### src/design/cslot_pkg.sv
// cslot_pkg: shared widths, codes and occupancy word geometry for the
// circular slot allocator. No dependencies.
`timescale 1ns / 1ps

package cslot_pkg;

    localparam int RING_W      = 11;    // ring_size register width
    localparam int SLOT_W      = 10;    // slot index field width
    localparam int STATUS_W    = 2;
    localparam int FIELD_LIMIT = 1024;  // slots addressable by the slot field
    localparam int WORD_W      = 64;    // occupancy bits per memory word
    localparam int WORD_LG     = 6;     // log2(WORD_W)

    localparam logic [RING_W-1:0] RING_RESET = 11'd1024;

    typedef enum logic [0:0] {
        KIND_CLAIM   = 1'b0,
        KIND_RELEASE = 1'b1
    } kind_t;

    typedef enum logic [STATUS_W-1:0] {
        ST_GRANTED = 2'd0,
        ST_FULL    = 2'd1,
        ST_RANGE   = 2'd2
    } status_t;

endpackage

### src/design/circular_slot_allocator.sv
// Circular slot allocator top level: occupancy memory, word search sequencer
// and output register. Depends on cslot_pkg.
`timescale 1ns / 1ps

// A claim request (tuser 0) names a preferred slot; the block grants the first
// free slot at or after it, wrapping past the last slot in use, marks it taken
// and returns it with status granted, full or out of range. A release request
// (tuser 1) frees the slot and returns nothing. Occupancy is held in a
// single-port memory of 64-bit words, scanned one word at a time. Each word
// costs one registered memory read and one priority search. A result sits in
// an output register, so the next request is taken while it waits. Per-word
// valid bits make the map read as all free after reset, so no clearing pass
// is needed.
module circular_slot_allocator #(
    parameter int SLOTS = 1024
) (
    input  logic                          clk,
    input  logic                          rst_n,
    input  logic                          cfg_we,
    input  logic [cslot_pkg::RING_W-1:0]  cfg_wdata,
    input  logic                          s_axis_tvalid,
    output logic                          s_axis_tready,
    input  logic [15:0]                   s_axis_tdata,   // [9:0] slot
    input  logic [0:0]                    s_axis_tuser,   // [0] kind
    output logic                          m_axis_tvalid,
    input  logic                          m_axis_tready,
    output logic [15:0]                   m_axis_tdata,   // [9:0] granted_slot
    output logic [1:0]                    m_axis_tuser    // [1:0] status
);
    import cslot_pkg::*;

    localparam int CAP    = (SLOTS < FIELD_LIMIT) ? SLOTS : FIELD_LIMIT;
    localparam int WORDS  = (CAP + WORD_W - 1) / WORD_W;
    localparam int WIDX_W = (WORDS > 1) ? $clog2(WORDS) : 1;
    localparam logic [RING_W-1:0] CAP_R = RING_W'(CAP);

    typedef enum logic [2:0] {
        S_IDLE,
        S_READ,
        S_EXAM,
        S_RREAD,
        S_RWRITE,
        S_DONE
    } state_t;

    state_t               state_reg, state_next;
    logic [RING_W-1:0]    ring_reg;
    logic [WIDX_W-1:0]    word_reg, word_next;
    logic [SLOT_W-1:0]    slot_reg, slot_next;
    logic                 wrap_reg, wrap_next;
    logic [SLOT_W-1:0]    res_slot_reg, res_slot_next;
    logic [STATUS_W-1:0]  res_st_reg, res_st_next;
    logic                 out_valid_reg, out_valid_next;
    logic [SLOT_W-1:0]    out_slot_reg, out_slot_next;
    logic [STATUS_W-1:0]  out_st_reg, out_st_next;

    logic [WORD_W-1:0]    mem [0:WORDS-1];
    logic [WORDS-1:0]     vld_reg;
    logic [WORD_W-1:0]    rd_data_reg;
    logic                 rd_vld_reg;
    logic                 mem_we;
    logic [WORD_W-1:0]    mem_wdata;

    logic [RING_W-1:0]    n_c;
    logic [WIDX_W-1:0]    lw_c, sw_c;
    logic [RING_W-1:0]    base_c;
    logic [WORD_W-1:0]    word_eff;
    logic [WORD_W-1:0]    free_c;
    logic                 found_c;
    logic [WORD_LG-1:0]   pos_c;
    logic [SLOT_W-1:0]    in_slot;
    logic                 in_kind;
    logic                 accept;

    assign in_slot = s_axis_tdata[SLOT_W-1:0];
    assign in_kind = s_axis_tuser[0];
    assign accept  = s_axis_tvalid && s_axis_tready;
    assign s_axis_tready = (state_reg == S_IDLE);

    // slots in use, clamped to 1..CAP
    always_comb
    begin
        if (ring_reg == '0)
            n_c = RING_W'(1);
        else if (ring_reg > CAP_R)
            n_c = CAP_R;
        else
            n_c = ring_reg;
    end

    assign lw_c     = WIDX_W'((n_c - RING_W'(1)) >> WORD_LG);
    assign sw_c     = WIDX_W'(slot_reg >> WORD_LG);
    assign base_c   = RING_W'(word_reg) << WORD_LG;
    assign word_eff = rd_vld_reg ? rd_data_reg : '0;

    // window of candidate bits in the current word, then first free one
    always_comb
    begin
        logic [RING_W-1:0] idx;
        logic              ok;
        logic [RING_W-1:0] s_ext;
        s_ext   = RING_W'(slot_reg);
        found_c = 1'b0;
        pos_c   = '0;
        for (int b = 0; b < WORD_W; b++)
        begin
            idx = base_c + RING_W'(b);
            ok  = (idx < n_c);
            if (word_reg == sw_c)
            begin
                if (wrap_reg)
                    ok = ok && (idx < s_ext);
                else
                    ok = ok && (idx >= s_ext);
            end
            free_c[b] = ok && !word_eff[b];
        end
        for (int b = WORD_W - 1; b >= 0; b--)
        begin
            if (free_c[b])
            begin
                found_c = 1'b1;
                pos_c   = WORD_LG'(b);
            end
        end
    end

    always_comb
    begin
        state_next     = state_reg;
        word_next      = word_reg;
        slot_next      = slot_reg;
        wrap_next      = wrap_reg;
        res_slot_next  = res_slot_reg;
        res_st_next    = res_st_reg;
        out_valid_next = out_valid_reg && !m_axis_tready;
        out_slot_next  = out_slot_reg;
        out_st_next    = out_st_reg;
        mem_we         = 1'b0;
        mem_wdata      = word_eff;
        case (state_reg)
            S_IDLE:
            begin
                if (accept)
                begin
                    slot_next = in_slot;
                    word_next = WIDX_W'(in_slot >> WORD_LG);
                    wrap_next = 1'b0;
                    if (RING_W'(in_slot) >= n_c)
                    begin
                        // release out of range is dropped
                        if (in_kind == KIND_CLAIM)
                        begin
                            res_slot_next = '0;
                            res_st_next   = ST_RANGE;
                            state_next    = S_DONE;
                        end
                    end
                    else if (in_kind == KIND_CLAIM)
                        state_next = S_READ;
                    else
                        state_next = S_RREAD;
                end
            end
            S_READ:
                state_next = S_EXAM;
            S_EXAM:
            begin
                if (found_c)
                begin
                    mem_we        = 1'b1;
                    mem_wdata     = word_eff | (WORD_W'(1) << pos_c);
                    res_slot_next = SLOT_W'(base_c + RING_W'(pos_c));
                    res_st_next   = ST_GRANTED;
                    state_next    = S_DONE;
                end
                else if (wrap_reg && (word_reg == sw_c))
                begin
                    res_slot_next = '0;
                    res_st_next   = ST_FULL;
                    state_next    = S_DONE;
                end
                else
                begin
                    if (word_reg == lw_c)
                    begin
                        word_next = '0;
                        wrap_next = 1'b1;
                    end
                    else
                        word_next = word_reg + WIDX_W'(1);
                    state_next = S_READ;
                end
            end
            S_RREAD:
                state_next = S_RWRITE;
            S_RWRITE:
            begin
                mem_we     = 1'b1;
                mem_wdata  = word_eff & ~(WORD_W'(1) << slot_reg[WORD_LG-1:0]);
                state_next = S_IDLE;
            end
            S_DONE:
            begin
                if (!out_valid_reg || m_axis_tready)
                begin
                    out_valid_next = 1'b1;
                    out_slot_next  = res_slot_reg;
                    out_st_next    = res_st_reg;
                    state_next     = S_IDLE;
                end
            end
            default:
                state_next = S_IDLE;
        endcase
    end

    always_ff @(posedge clk or negedge rst_n)
    begin
        if (!rst_n)
        begin
            state_reg     <= S_IDLE;
            out_valid_reg <= 1'b0;
            ring_reg      <= RING_RESET;
        end
        else
        begin
            state_reg     <= state_next;
            out_valid_reg <= out_valid_next;
            if (cfg_we)
                ring_reg <= cfg_wdata;
        end
    end

    always_ff @(posedge clk)
    begin
        word_reg     <= word_next;
        slot_reg     <= slot_next;
        wrap_reg     <= wrap_next;
        res_slot_reg <= res_slot_next;
        res_st_reg   <= res_st_next;
        out_slot_reg <= out_slot_next;
        out_st_reg   <= out_st_next;
    end

    // occupancy memory, one registered read port at the current word
    always_ff @(posedge clk)
    begin
        if (mem_we)
            mem[word_reg] <= mem_wdata;
        rd_data_reg <= mem[word_reg];
        rd_vld_reg  <= vld_reg[word_reg];
    end

    // a word never written reads as all free
    always_ff @(posedge clk or negedge rst_n)
    begin
        if (!rst_n)
            vld_reg <= '0;
        else if (mem_we)
            vld_reg[word_reg] <= 1'b1;
    end

    assign m_axis_tvalid = out_valid_reg;
    assign m_axis_tdata  = 16'(out_slot_reg);
    assign m_axis_tuser  = out_st_reg;

    a_no_bad_status: assert property (@(posedge clk) disable iff (!rst_n)
        m_axis_tvalid |-> (m_axis_tuser != 2'd3))
        else $error("undefined status code on result");

    a_release_silent: assert property (@(posedge clk) disable iff (!rst_n)
        (accept && (in_kind == KIND_RELEASE) && !m_axis_tvalid) |=> !m_axis_tvalid)
        else $error("release request produced a result");

    a_result_from_done: assert property (@(posedge clk) disable iff (!rst_n)
        $rose(m_axis_tvalid) |-> $past(state_reg == S_DONE))
        else $error("result raised outside the completion step");

    a_grant_hits_free: assert property (@(posedge clk) disable iff (!rst_n)
        (state_reg == S_EXAM && found_c) |-> !word_eff[pos_c])
        else $error("grant on an occupied slot");

endmodule

### config.mk
export PLATFORM = sky130hd
export DESIGN_NAME = circular_slot_allocator
export DESIGN_NICKNAME = d
export VERILOG_FILES = /design/src/design/cslot_pkg.sv /design/src/design/circular_slot_allocator.sv
export SDC_FILE = /design/constraint.sdc
export NUM_CORES = 2
export LEC_CHECK = 0
export CAP_MARGIN = 20
export CORE_ASPECT_RATIO = 1.1
export CORE_UTILIZATION = 51
export DETAILED_ROUTE_END_ITERATION = 10
export DONT_BUFFER_PORTS = 1
export PLACE_DENSITY = 0.73
export SYNTH_ARGS = -nofsm -noshare
export SYNTH_HDL_FRONTEND = slang
export SYNTH_SLANG_ARGS = --single-unit
### constraint.sdc
create_clock -name clk -period 12.35 [get_ports clk]
set_input_delay 0 -clock clk [delete_from_list [all_inputs] [get_ports clk]]
set_output_delay 0 -clock clk [all_outputs]
set_load 0.005 [all_outputs]
==> reports/results.ini <==
[sta]
max_freq_mhz = 120
drv_slew = 0
slew_headroom_pct = 14.6
finalWorstSetupSlack_ns = 4.04
period_needed_ns = 8.31
finClkSkew_ns = 0.0430
setup_viol = 0
fin_tns_setup_ns = 0
hold_viol_final = 0
min_period_over_period_pct = 67.3
rsz0062_at_grt = no
tightestPinTransition_ns = 1.27

[die]
core_um2 = 95600
rows = 119
dieHeight_um = 328
io_pins = 53
die_x_um = 298
die-area_um2 = 97700
initial_core_util_pct = 51.5

[yosys]
yosys_warnings = 0
synth_compound_area_share_pct = 6.81
yosysMostFrequentCell = edfxtp_1
synth-xor-area-share_pct = 0.142
synth_seq_cells = 1159
ys_seq_area_share_pct = 69.1
synth_mux_area_share_pct = 15.5
synthDistinctLibCells = 116
yosysTopAreaCellShare_pct = 64.9
syn_area_um2 = 49200
syn-instance-count = 2736
synth_adder_area_share_pct = 0.610
synth_common_cells = edfxtp_1 (1,063), mux4_2 (325), nand2_1 (128), nor2_1 (107)
synthSimpleGateAreaFrac_pct = 5.91
synth.avg_cell_area_um2 = 18.0
synth_top_family_by_area = multiplexers
synth_edf_count = 1063
synth_area_leader_cell = edfxtp_1
ys.flop_type = edfxtp_1
synth_area_leaders = edfxtp_1 (65%), mux4_2 (15%), dfxtp_1 (2.6%), dfrtp_1 (1.5%), nand2_1 (0.98%)
synthArstFlopShare_pct = 2.67

[worst_setup_path]
worst-endpoint-arrival_ns = 8.63
path_class = reg -> reg
rr_startpoint = ring_reg[10]$_DFFE_PN1P_
cp-start-kind = flip-flop
cp_max_fo = 43
critPathRequiredTime_ns = 12.67
r2r_slack_ns = 4.04
crit_path_end_kind = flip-flop
r2r-end = mem[14][15]$_DFFE_PP_
reg2reg_depth = 15

[placed_design]
gp_congestion = 1.03
place_ws_ns = 4.29
place_hpwl_um = 87000
io_buffer_count = 0
dpl_cell_area_um2 = 50700

[routing]
wl_per_cell_um = 34.0
vias_per_cell = 6.70
routed-via-count = 28000
ant_nets = 0
drt_wl_total_um = 142000
drc = 0
drt_iter0_markers = 3437
dr.pass1.iters = 6

[cts]
cts.sinks = 1159
cts_root_buf = clkbuf_16
clkSlewWorstSetupHoldPaths_ns = 0.06
worstSkewPairLatency_ns = 0.72
htree_levels = 3
cts_buffers = 107
clockBufferDepth = 3
cts_tree = yes

[job]
max_cap_viol_count = 0

[global_route]
grt_pass1_vias = 28500
track_usage_pct = 29.2
antenna_found_initial = 0
grt-ovfl-total = 0
grt_max_degree = 77
grt_pass1_wl_um = 203000

[hold_path]
holdCritStartpoint = s_axis_tdata[8]
hold_path_class = in -> reg
hold_depth = 1
min_to = slot_reg[8]$_DFFE_PP_

[cells_and_area]
largest_register_ffs = 1024
syn_to_final_growth_pct = 11.1
n_fill_cell = 6976
drive_gt1_share_pct = 24.1
multi_input_area_um2 = 14400
final_util_pct = 57.2
nNetsFinal = 2869
final_cell_area_um2 = 54700
seqCellArea_um2 = 34000

[status]
status = complete, no violations

[pwr]
power.density_nw_per_um2 = 237
irDropWorstVdd_mv = 0.305
power.leakage_uw = 0.0173

## report_power, final
part / total [uW] / switching [uW] / internal [uW] / leakage (uW)
Sequential: 5490 / 256 / 5230 / 0.0107
Combinational: 4300 / 2720 / 1590 / 0.00502
Clock: 3180 / 1410 / 1770 / 0.00166
Total: 13000 / 4380 / 8590 / 0.0173
## cell families after synthesis
logic type | Yosys count
AOI/OAI and AO/OA | 454
xor gates and xnor gates | 8
adders and majority gates | 24
buffers and inverters | 200
DFF | 1159
muxes | 353
other | 1
and+or+nand+nor | 537
## layer usage
layer	wire, um	share of wire [%]	up-vias	GRT usage, %
met5	0	0	-	0
met4	7470	5.3	0	14.9
met3	11000	7.8	305	4.62
met2	68300	48	1478	46.7
met1	55100	39	14700	39.1
li1	-	-	11500	-
## through the flow
step / std cells / total power [uW] / hold WS, ns
floorplan: 2741 / 8290 / -0.296
global placement: 3913 / 9600 / -0.295
detailed placement: 3914 / 9730 / -0.295
CTS: 4153 / 12900 / 0.00174
global route: 4174 / 13400 / 0.0200
finish: 4175 / 13000 / 0.0349
## cells in the final DEF (no fill, tap or decap), types with 20 or more instances in the layout
| cell | count |
|---|---|
| a21oi_1 | 51 |
| a31oi_1 | 22 |
| and2_1 | 22 |
| buf_4 | 95 |
| clkbuf_1 | 29 |
| clkbuf_16 | 108 |
| clkinv_1 | 20 |
| dfrtp_1 | 30 |
| dfxtp_1 | 64 |
| dlygate4sd3_1 | 36 |
| edfxtp_1 | 1063 |
| ha_1 | 24 |
| inv_1 | 20 |
| mux4_2 | 325 |
| nand2_1 | 128 |
| nand3_1 | 49 |
| nand4_1 | 22 |
| nor2_1 | 90 |
| nor2b_1 | 22 |
| nor3_1 | 33 |
| o211ai_1 | 33 |
| o21ai_0 | 80 |
| o21ai_1 | 25 |
| o21bai_1 | 22 |
## final cells by class
class	instances	area share, %
Sequential cell	1159	62.2
Clock buffer	149	5.45
Tap cell	1270	2.91
Clock inverter	52	0.792
Multi-Input combinational cell	1382	26.3
Antenna cell	1	0.00458
Inverter	24	0.165
Timing Repair Buffer	138	2.14
## what timing repair did
action | in CTS | in global routing
buffers inserted | 0 | 0
hold buffers | 38 | 0
hold endpoints to repair | 94 | 0
resized for setup | 0 | 0
## worst max-delay path, stage by stage (launching register included)
cell	delay (ns)
dfstp_2	0.92
clkinv_1	0.41
nand2_1	0.19
ha_1	0.29
a211oi_1	0.41
or3_1	0.54
nand2_1	0.38
a2111oi_0	0.95
a21oi_1	0.28
nand3_1	0.26
nor2_1	0.12
a31oi_1	0.65
or2_1	0.31
nand2_2	0.32
nor2_4	0.94
buf_4	0.85
## how the worst max path moves through the flow
stage / endpoint / depth (start not counted) / startpoint / slack [ns]
global placement: mem[14][25]$_DFFE_PP_ / 15 / ring_reg[10]$_DFFE_PN1P_ / 4.46
CTS: mem[15][15]$_DFFE_PP_ / 15 / ring_reg[10]$_DFFE_PN1P_ / 4.27
detailed placement: mem[14][25]$_DFFE_PP_ / 15 / ring_reg[10]$_DFFE_PN1P_ / 4.29
floorplan: mem[12][0]$_DFFE_PP_ / 18 / ring_reg[10]$_DFFE_PN1P_ / 4.78
global route: mem[14][15]$_DFFE_PP_ / 15 / ring_reg[10]$_DFFE_PN1P_ / 3.75
finish: mem[14][15]$_DFFE_PP_ / 15 / ring_reg[10]$_DFFE_PN1P_ / 4.04
Power figures use the tool's default switching activity.
